File: src/rtl/cftr_pkg.sv
// Shared types and constants of the finger table router.
`default_nettype none

package cftr_pkg;

  localparam int ID_W   = 16;
  localparam int FIDX_W = 4;

  typedef enum logic [2:0] {
    OP_LOOKUP   = 3'd0,
    OP_NEXT_TGT = 3'd1,
    OP_WR_FING  = 3'd2,
    OP_NOTIFY   = 3'd3,
    OP_STABIL   = 3'd4,
    OP_SET_SUCC = 3'd5,
    OP_RESTART  = 3'd6
  } op_t;

  typedef enum logic [1:0] {
    ST_OWNS    = 2'd0,
    ST_FORWARD = 2'd1,
    ST_TARGET  = 2'd2,
    ST_UPDATED = 2'd3
  } status_t;

  typedef struct packed {
    logic capture;
    logic execute;
  } cftr_cmd_t;

endpackage

`default_nettype wire

File: src/rtl/cftr_dp.sv
// Datapath of the finger table router: routing state, range compares and result register.
`default_nettype none

module cftr_dp import cftr_pkg::*; #(
  parameter int ID_BITS = 16
) (
  input  wire logic              clk,
  input  wire logic              rst,
  input  wire cftr_cmd_t         cmd,
  input  wire logic              cfg_wr_en,
  input  wire logic [ID_W-1:0]   cfg_wr_data,
  input  wire logic [2:0]        in_op,
  input  wire logic [ID_W-1:0]   in_key,
  input  wire logic [ID_W-1:0]   in_node,
  input  wire logic [FIDX_W-1:0] in_fidx,
  output logic [1:0]             out_status,
  output logic [ID_W-1:0]        out_node,
  output logic [FIDX_W-1:0]      out_fidx,
  output logic [ID_W-1:0]        out_succ,
  output logic [ID_W-1:0]        out_pred
);

  localparam int AW = (ID_BITS > ID_W) ? ID_BITS : ID_W;
  localparam int CW = AW + 2;
  localparam int PW = $clog2(ID_BITS + 1);

  typedef logic signed [CW-1:0] cval_t;

  localparam cval_t MAX_ID = cval_t'(CW'(1) << ID_BITS);
  localparam logic [AW-1:0] ID_MASK = AW'((65'(1) << ID_BITS) - 65'(1));

  function automatic logic in_range(cval_t x, cval_t b, cval_t e);
    logic r;
    if (b < e) begin
      r = (b <= x) && (x <= e);
    end else if (b > e) begin
      r = ((b <= x) && (x <= MAX_ID)) || ((x >= 0) && (x <= e));
    end else begin
      r = (x == b);
    end
    return r;
  endfunction

  logic [ID_W-1:0] own_id;
  logic [ID_W-1:0] fingers [ID_BITS];
  logic [ID_W-1:0] succ;
  logic [ID_W-1:0] pred;
  logic [PW-1:0]   ptr;

  logic [2:0]         cap_op;
  logic [ID_W-1:0]    cap_node;
  logic [FIDX_W-1:0]  cap_fidx;
  logic [ID_BITS-1:0] cap_hit;
  logic               cap_owns;
  logic               cap_succ_own;
  logic               cap_notify_ok;
  logic               cap_stab_ok;

  cval_t              own_c;
  cval_t              node_c;
  logic [ID_BITS-1:0] hit_c;

  always_comb begin
    own_c  = cval_t'(own_id);
    node_c = cval_t'(in_node);
    hit_c  = '0;
    for (int i = 1; i < ID_BITS; i++) begin
      hit_c[i] = in_range(cval_t'(fingers[i]), own_c + cval_t'(1),
                          cval_t'(in_key) - cval_t'(1));
    end
  end

  always_ff @(posedge clk) begin
    if (cmd.capture) begin
      cap_op        <= in_op;
      cap_node      <= in_node;
      cap_fidx      <= in_fidx;
      cap_hit       <= hit_c;
      cap_owns      <= in_range(cval_t'(in_key), own_c + cval_t'(1), cval_t'(succ));
      cap_succ_own  <= (succ == own_id);
      cap_notify_ok <= (pred == own_id) ||
                       in_range(node_c, cval_t'(pred) + cval_t'(1), own_c - cval_t'(1));
      cap_stab_ok   <= (in_node != own_id) &&
                       in_range(node_c, own_c + cval_t'(1), cval_t'(succ) - cval_t'(1));
    end
  end

  logic [ID_W-1:0]   hop;
  logic [PW-1:0]     ptr_next;
  logic [PW-1:0]     tgt_shift;
  logic [AW-1:0]     tgt_sum;
  logic [AW-1:0]     tgt;
  logic [ID_W-1:0]   succ_next;
  logic [ID_W-1:0]   pred_next;
  status_t           status_next;
  logic [ID_W-1:0]   node_next;
  logic [FIDX_W-1:0] fidx_next;

  always_comb begin
    hop = succ;
    for (int i = 1; i < ID_BITS; i++) begin
      if (cap_hit[i]) begin
        hop = fingers[i];
      end
    end
    ptr_next  = (ptr >= PW'(ID_BITS)) ? PW'(1) : ptr + PW'(1);
    tgt_shift = ptr_next - PW'(1);
    tgt_sum   = AW'(own_id) + (AW'(1) << tgt_shift);
    tgt       = tgt_sum & ID_MASK;

    succ_next   = succ;
    pred_next   = pred;
    status_next = ST_UPDATED;
    node_next   = '0;
    fidx_next   = '0;
    unique case (cap_op)
      OP_LOOKUP: begin
        if (cap_owns) begin
          status_next = ST_OWNS;
          node_next   = succ;
        end else begin
          status_next = ST_FORWARD;
          node_next   = cap_succ_own ? own_id : hop;
        end
      end
      OP_NEXT_TGT: begin
        status_next = ST_TARGET;
        node_next   = tgt[ID_W-1:0];
        fidx_next   = FIDX_W'(tgt_shift);
      end
      OP_NOTIFY: begin
        if (cap_notify_ok) begin
          pred_next = cap_node;
        end
      end
      OP_STABIL: begin
        if (cap_stab_ok) begin
          succ_next = cap_node;
        end
      end
      OP_SET_SUCC: begin
        succ_next = cap_node;
      end
      OP_RESTART: begin
        succ_next = own_id;
        pred_next = own_id;
      end
      default: begin
      end
    endcase
  end

  always_ff @(posedge clk) begin
    if (rst) begin
      own_id <= '0;
      succ   <= '0;
      pred   <= '0;
      ptr    <= '0;
      for (int i = 0; i < ID_BITS; i++) begin
        fingers[i] <= '0;
      end
    end else begin
      if (cfg_wr_en) begin
        own_id <= cfg_wr_data;
      end
      if (cmd.execute) begin
        succ <= succ_next;
        pred <= pred_next;
        if (cap_op == OP_NEXT_TGT) begin
          ptr <= ptr_next;
        end else if (cap_op == OP_RESTART) begin
          ptr <= '0;
        end
        for (int i = 0; i < ID_BITS; i++) begin
          if (cap_op == OP_RESTART) begin
            fingers[i] <= own_id;
          end else if (cap_op == OP_WR_FING && int'(cap_fidx) == i) begin
            fingers[i] <= cap_node;
          end
        end
      end
    end
  end

  always_ff @(posedge clk) begin
    if (cmd.execute) begin
      out_status <= status_next;
      out_node   <= node_next;
      out_fidx   <= fidx_next;
      out_succ   <= succ_next;
      out_pred   <= pred_next;
    end
  end

  a_restart_self: assert property (@(posedge clk) disable iff (rst)
    cmd.execute && cap_op == OP_RESTART |=> succ == own_id && pred == own_id && ptr == '0)
    else $error("restart did not return the node to its own id");

endmodule

`default_nettype wire

File: src/rtl/cftr_ctrl.sv
// Controller of the finger table router: accept, execute and output handshake sequencing.
`default_nettype none

module cftr_ctrl import cftr_pkg::*; (
  input  wire logic  clk,
  input  wire logic  rst,
  input  wire logic  in_valid,
  output logic       in_ready,
  output logic       out_valid,
  input  wire logic  out_ready,
  output cftr_cmd_t  cmd
);

  typedef enum logic {
    S_IDLE,
    S_EXEC
  } state_t;

  state_t state;

  always_comb begin
    cmd.capture = in_valid && in_ready;
    cmd.execute = (state == S_EXEC) && (!out_valid || out_ready);
  end

  always_ff @(posedge clk) begin
    if (rst) begin
      state     <= S_IDLE;
      in_ready  <= 1'b1;
      out_valid <= 1'b0;
    end else begin
      unique case (state)
        S_IDLE: begin
          if (out_valid && out_ready) begin
            out_valid <= 1'b0;
          end
          if (cmd.capture) begin
            state    <= S_EXEC;
            in_ready <= 1'b0;
          end
        end
        S_EXEC: begin
          if (cmd.execute) begin
            state     <= S_IDLE;
            in_ready  <= 1'b1;
            out_valid <= 1'b1;
          end
        end
        default: begin
          state <= S_IDLE;
        end
      endcase
    end
  end

  a_ready_idle: assert property (@(posedge clk) disable iff (rst)
    in_ready == (state == S_IDLE))
    else $error("input ready disagrees with controller state");

  a_capture_exec: assert property (@(posedge clk) disable iff (rst)
    cmd.capture |=> state == S_EXEC)
    else $error("accepted item was not taken into execution");

  a_exec_valid: assert property (@(posedge clk) disable iff (rst)
    cmd.execute |=> out_valid && state == S_IDLE)
    else $error("executed item did not produce a result");

  a_stall_hold: assert property (@(posedge clk) disable iff (rst)
    state == S_EXEC && out_valid && !out_ready |=> state == S_EXEC)
    else $error("execution overwrote a result not yet taken");

endmodule

`default_nettype wire

File: src/rtl/chord_finger_table_router.sv
// A result is offered once its item has passed the capture registers and the output register; an
// output stall delays it further.
// Each item executes before the next is accepted; the finger range compares run at the accept edge and
// the priority pick of the next hop plus the state update run in the execute cycle.
// The output register lets the next item be accepted while a result waits to be taken.
// Reset (rst, synchronous): own id, fingers, successor, predecessor and refresh pointer clear to zero.
// No item is in flight after reset and the block is ready at once.
`default_nettype none

module chord_finger_table_router import cftr_pkg::*; #(
  parameter int ID_BITS = 16
) (
  input  wire logic        clk,
  input  wire logic        rst,
  input  wire logic        cfg_wr_en,
  input  wire logic [15:0] cfg_wr_data,
  input  wire logic        s_axis_tvalid,
  output logic             s_axis_tready,
  input  wire logic [39:0] s_axis_tdata,   // key, node_id, finger_index
  input  wire logic [2:0]  s_axis_tuser,   // operation
  output logic             m_axis_tvalid,
  input  wire logic        m_axis_tready,
  output logic [55:0]      m_axis_tdata,   // node_id_res, finger_index_res, successor, predecessor
  output logic [1:0]       m_axis_tuser    // status
);

  cftr_cmd_t         cmd;
  logic [1:0]        out_status;
  logic [ID_W-1:0]   out_node;
  logic [FIDX_W-1:0] out_fidx;
  logic [ID_W-1:0]   out_succ;
  logic [ID_W-1:0]   out_pred;

  cftr_ctrl u_ctrl (
    .clk       (clk),
    .rst       (rst),
    .in_valid  (s_axis_tvalid),
    .in_ready  (s_axis_tready),
    .out_valid (m_axis_tvalid),
    .out_ready (m_axis_tready),
    .cmd       (cmd)
  );

  cftr_dp #(
    .ID_BITS (ID_BITS)
  ) u_dp (
    .clk         (clk),
    .rst         (rst),
    .cmd         (cmd),
    .cfg_wr_en   (cfg_wr_en),
    .cfg_wr_data (cfg_wr_data),
    .in_op       (s_axis_tuser),
    .in_key      (s_axis_tdata[15:0]),
    .in_node     (s_axis_tdata[31:16]),
    .in_fidx     (s_axis_tdata[35:32]),
    .out_status  (out_status),
    .out_node    (out_node),
    .out_fidx    (out_fidx),
    .out_succ    (out_succ),
    .out_pred    (out_pred)
  );

  assign m_axis_tdata = {4'd0, out_pred, out_succ, out_fidx, out_node};
  assign m_axis_tuser = out_status;

endmodule

`default_nettype wire
File: config.mk
export PLATFORM = sky130hd
export DESIGN_NAME = chord_finger_table_router
export DESIGN_NICKNAME = d
export VERILOG_FILES = /design/src/rtl/cftr_pkg.sv /design/src/rtl/cftr_dp.sv /design/src/rtl/cftr_ctrl.sv /design/src/rtl/chord_finger_table_router.sv
export SDC_FILE = /design/constraint.sdc
export NUM_CORES = 2
export LEC_CHECK = 0
export ABC_AREA = 1
export BUFFER_PORTS_ARGS = -buffer_cell sky130_fd_sc_hd__buf_2
export CELL_PAD_IN_SITES_DETAIL_PLACEMENT = 0
export CELL_PAD_IN_SITES_GLOBAL_PLACEMENT = 1
export CORE_MARGIN = 2
export CORE_UTILIZATION = 45
export DETAILED_ROUTE_END_ITERATION = 6
export PLACE_DENSITY_LB_ADDON = 0.1
export SLEW_MARGIN = 5
export SYNTH_ARGS = -nofsm -noshare
export SYNTH_HDL_FRONTEND = slang
export SYNTH_SLANG_ARGS = --single-unit
File: constraint.sdc
create_clock -name clk -period 12.75 [get_ports clk]
set_input_delay 1.275 -clock clk [delete_from_list [all_inputs] [get_ports clk]]
set_output_delay 1.275 -clock clk [all_outputs]
set_load 0.01 [all_outputs]
==> results.sh <==
export IMPL_dr_total_vias=35000
export IMPL_io_buffers=115
export IMPL_setup_viol=0
export IMPL_hold_viol=0
export IMPL_swShare=0.363
export IMPL_antenna_left=0
export IMPL_grt_max_degree=71
export IMPL_ir_worst_vdd_mv=0.0968
export IMPL_min_period_ns=6.88
export IMPL_cts_hold_buf=0
export IMPL_syn_to_final_growth_pct=11.3
export IMPL_leakagePower_nw=19.8
export IMPL_drc_errors=0
export IMPL_max_freq_mhz=145
export IMPL_startpoint_type="input pin"
export IMPL_drv_cap=1
export IMPL_final_nets=5480
export IMPL_design_core_area_sq_um=80200
export IMPL_setup_tns_ns=0
export IMPL_setup_ws_ns=5.87
export IMPL_drt_initial_drc_count=3948
export IMPL_yosysMostFrequentCell="nand2_1"
export IMPL_num_rows=104
export IMPL_syn_avg_cell_area_sq_um=7.79
export IMPL_tightest_slew_ns=1.49
export IMPL_die_area_sq_um=82900
export IMPL_ys_flop_type="edfxtp_1"
export IMPL_dpl_instance_area_sq_um=38600
export IMPL_hold_class="reg2reg"
export IMPL_post_dp_hpwl_um=110000
export IMPL_rsz0062_at_grt="false"
export IMPL_p_per_area_nw_per_um2=110
export IMPL_io_pins=124
export IMPL_ys_types=55
export IMPL_ys_ff_latch=392
export IMPL_wl_um=158000
export IMPL_antenna_found_initial=2
export IMPL_ys_seq_area_frac=0.309
export IMPL_slowest_stage="inv_2"
export IMPL_htreeDepth=2
export IMPL_power_switching_w=0.00161
export IMPL_n_fill_cell=8038
export IMPL_die_w_um=288
export IMPL_cts_root_buf="clkbuf_16"
export IMPL_slew_viol_final=1
export IMPL_post_cts_resized=0
export IMPL_synthCells=4657
export IMPL_synth_edf_count=336
export IMPL_avgViaCountPerCell=5.99
export IMPL_finalClockSkew_ns=0.0135
export IMPL_synth_top_area_cell="edfxtp_1"
export IMPL_yosysWarnings=0
export IMPL_violations="max-capacitance violations, max-slew violations"
export IMPL_status="complete, but fails checks"
export IMPL_first_pass_iters=6
export IMPL_routedWlPerCell_um=27.0
export IMPL_die_h_um=288
export IMPL_dpl_worst_slack_ns=5.38
export IMPL_grt_pass1_wl_um=225000
export IMPL_clkPwrFrac=0.355
export IMPL_final_area_sq_um=40400
export IMPL_path_max_fanout=20
export IMPL_synth_area_leaders="edfxtp_1 (28%), ha_1 (23%), nand2_1 (9.3%)"
export IMPL_critPathBufInv=8
export IMPL_post_synth_instance_area_sq_um=36300
export IMPL_clkSlewWorstSetupHoldPaths_ns=0.06
export IMPL_internal_power_w=0.00283
export IMPL_seqPwrFrac=0.359
export IMPL_routabilityCongestion=0.952
export IMPL_yosys_top_cells_count="nand2_1 (904), ha_1 (667), inv_1 (620)"
export IMPL_cp_top_family="simple AND/OR/NAND/NOR gates"
export IMPL_worstPathArrival_ns=7.34
export IMPL_overflow=0
export IMPL_numCtsBuffers=50
export IMPL_cp_required_ns=13.21
export IMPL_max_slew_margin=-0.00380
export IMPL_async_flop_share=0
export IMPL_critPathKind="in2reg"
export IMPL_cts_tree="done"
export IMPL_cts_setup_buffers=0
export IMPL_pwr_share_comb=0.286
export IMPL_clockBufferDepth=3
export IMPL_endpoint_kind="flop"
export IMPL_grt_pass1_vias=32900
export IMPL_slowest_delay_ns=0.71
export IMPL_clock_sinks=392
export IMPL_synth_top_area_frac=0.278
export IMPL_fin_crit_sh=0.540
export IMPL_grt_use_total=0.377
export IMPL_clock_insertion_delay_worst_skew_ns=0.62
export IMPL_drive_gt1_frac=0.0725
export IMPL_path_cells="buf_2, inv_1, buf_4, nand3_1, nor3_1, nand3_1, nor4_1, xor2_2, buf_4, ha_1, nand3_1, inv_1, a221oi_1, o21ai_0, nand2_1, nand2_2, inv_2, nor2_2, buf_4, inv_2, nor3_1, o21ai_0"
export IMPL_start_util=0.453
==> cell type report <==
type	instances	area, sq um	share of cell area
Antenna cell	1	2.50	0.0000620
Clock buffer	62	1360	0.0336
Clock inverter	31	425	0.0105
Inverter	641	2410	0.0596
Multi-Input combinational cell	3463	22400	0.556
Sequential cell	392	11200	0.278
Tap cell	1060	1330	0.0328
Timing Repair Buffer	200	1210	0.0300
==> kinds of logic (layout without fill, tap and decap cells) <==
| group | after synthesis | after routing | synth area share |
|---|---|---|---|
| compound gates | 1086 | 1086 | 0.167 |
| other cells | 1 | 5 | 0.000103 |
| simple gates | 1625 | 1625 | 0.190 |
| mux | 1 | 1 | 0.000310 |
| xor+xnor | 79 | 79 | 0.0191 |
| flops | 392 | 392 | 0.309 |
| buf+inv | 805 | 934 | 0.0841 |
| fa+ha+maj | 668 | 668 | 0.230 |
==> state kept, by name, indices dropped and copies added (netlist names), 2 cells and up <==
| name | count |
|---|---|
| u_dp.own_id | 16 |
| u_dp.cap_fidx | 4 |
| u_dp.out_pred | 16 |
| u_dp.out_fidx | 4 |
| u_dp.out_succ | 16 |
| u_dp.cap_node | 16 |
| u_dp.succ | 16 |
| u_dp.out_status | 2 |
| u_dp.cap_hit | 15 |
| u_dp.ptr | 5 |
| u_dp.fingers | 240 |
| u_dp.out_node | 16 |
| u_dp.cap_op | 3 |
| u_dp.pred | 16 |
==> layout by cell type (no fill, tap or decap), types with 8 or more instances in the layout <==
| cell type | instances |
|---|---|
| clkinv_1 | 21 |
| bufinv_16 | 9 |
| a21oi_1 | 513 |
| clkbuf_16 | 52 |
| buf_4 | 85 |
| o21ai_0 | 327 |
| o221ai_1 | 16 |
| nand2_1 | 904 |
| xnor2_1 | 8 |
| inv_1 | 614 |
| o21bai_1 | 35 |
| nand4_1 | 79 |
| nor2_1 | 230 |
| nand3_1 | 300 |
| buf_2 | 115 |
| xor2_4 | 18 |
| o22ai_1 | 49 |
| xor2_1 | 50 |
| a211oi_1 | 32 |
| ha_1 | 666 |
| a221oi_1 | 23 |
| clkbuf_1 | 8 |
| inv_2 | 9 |
| o21a_1 | 19 |
| nor3_1 | 57 |
| dfxtp_1 | 55 |
| o211ai_1 | 11 |
| nor4_1 | 22 |
| edfxtp_1 | 336 |
| a31oi_1 | 16 |
==> worst reg2reg max path, cell delays in order (launching register included) <==
cell and delay, ns:
dfxtp_2 0.31, buf_4 0.57, inv_1 0.44, nor3_1 0.39
inv_1 0.07, nor3_1 0.28, nand3_1 0.19, nor2_1 0.20
nand4_1 0.27, xor2_4 0.25, ha_1 0.31, nand3_1 0.07
inv_1 0.10, nand2_1 0.07, o21ai_0 0.16, nand2_1 0.08
nand2_2 0.46, inv_2 0.48, nor2_2 0.19, buf_4 0.33
inv_2 0.31, o31ai_1 0.32, nand2_1 0.09
==> power groups by stage <==
stage,clock network (W),logic [W],registers [W]
floorplan,0,0.000801,0.00155
global placement,0,0.00122,0.00162
detailed placement,0,0.00124,0.00161
CTS,0.00159,0.00124,0.00159
global route,0.00163,0.00140,0.00160
finish,0.00158,0.00127,0.00159
==> per-layer routing <==
| layer | vias to the layer above | GRT usage | share of wire |
|---|---|---|---|
| met5 | - | 0 | 0 |
| met4 | 0 | 0.232 | 0.073 |
| met3 | 467 | 0.0542 | 0.092 |
| met2 | 1864 | 0.566 | 0.42 |
| met1 | 16300 | 0.512 | 0.41 |
| li1 | 16400 | - | - |
==> final timing paths <==
path,start,depth (start not counted),slack (ns),to
hold / removal,u_ctrl.in_ready,2,0.47,u_ctrl.in_ready
setup / recovery,s_axis_tdata[0],22,5.87,u_dp.cap_hit[13]
setup reg to reg,u_dp.own_id[0],22,6.57,u_dp.cap_hit[15]
hold reg to reg,u_ctrl.in_ready,2,0.47,u_ctrl.in_ready
==> through the flow <==
step           hold WS (ns)  instances  power [W]   util
6_report              0.471       5850    0.00444  0.504
3_5_place_dp          0.465       5756    0.00285  0.482
3_3_place_gp          0.463       5756    0.00283  0.482
4_1_cts               0.477       5849    0.00442  0.504
5_1_grt               0.512       5849    0.00464  0.504
2_1_floorplan         0.454       4660    0.00235      -
Note: power is estimated with default switching activity, not from simulation.
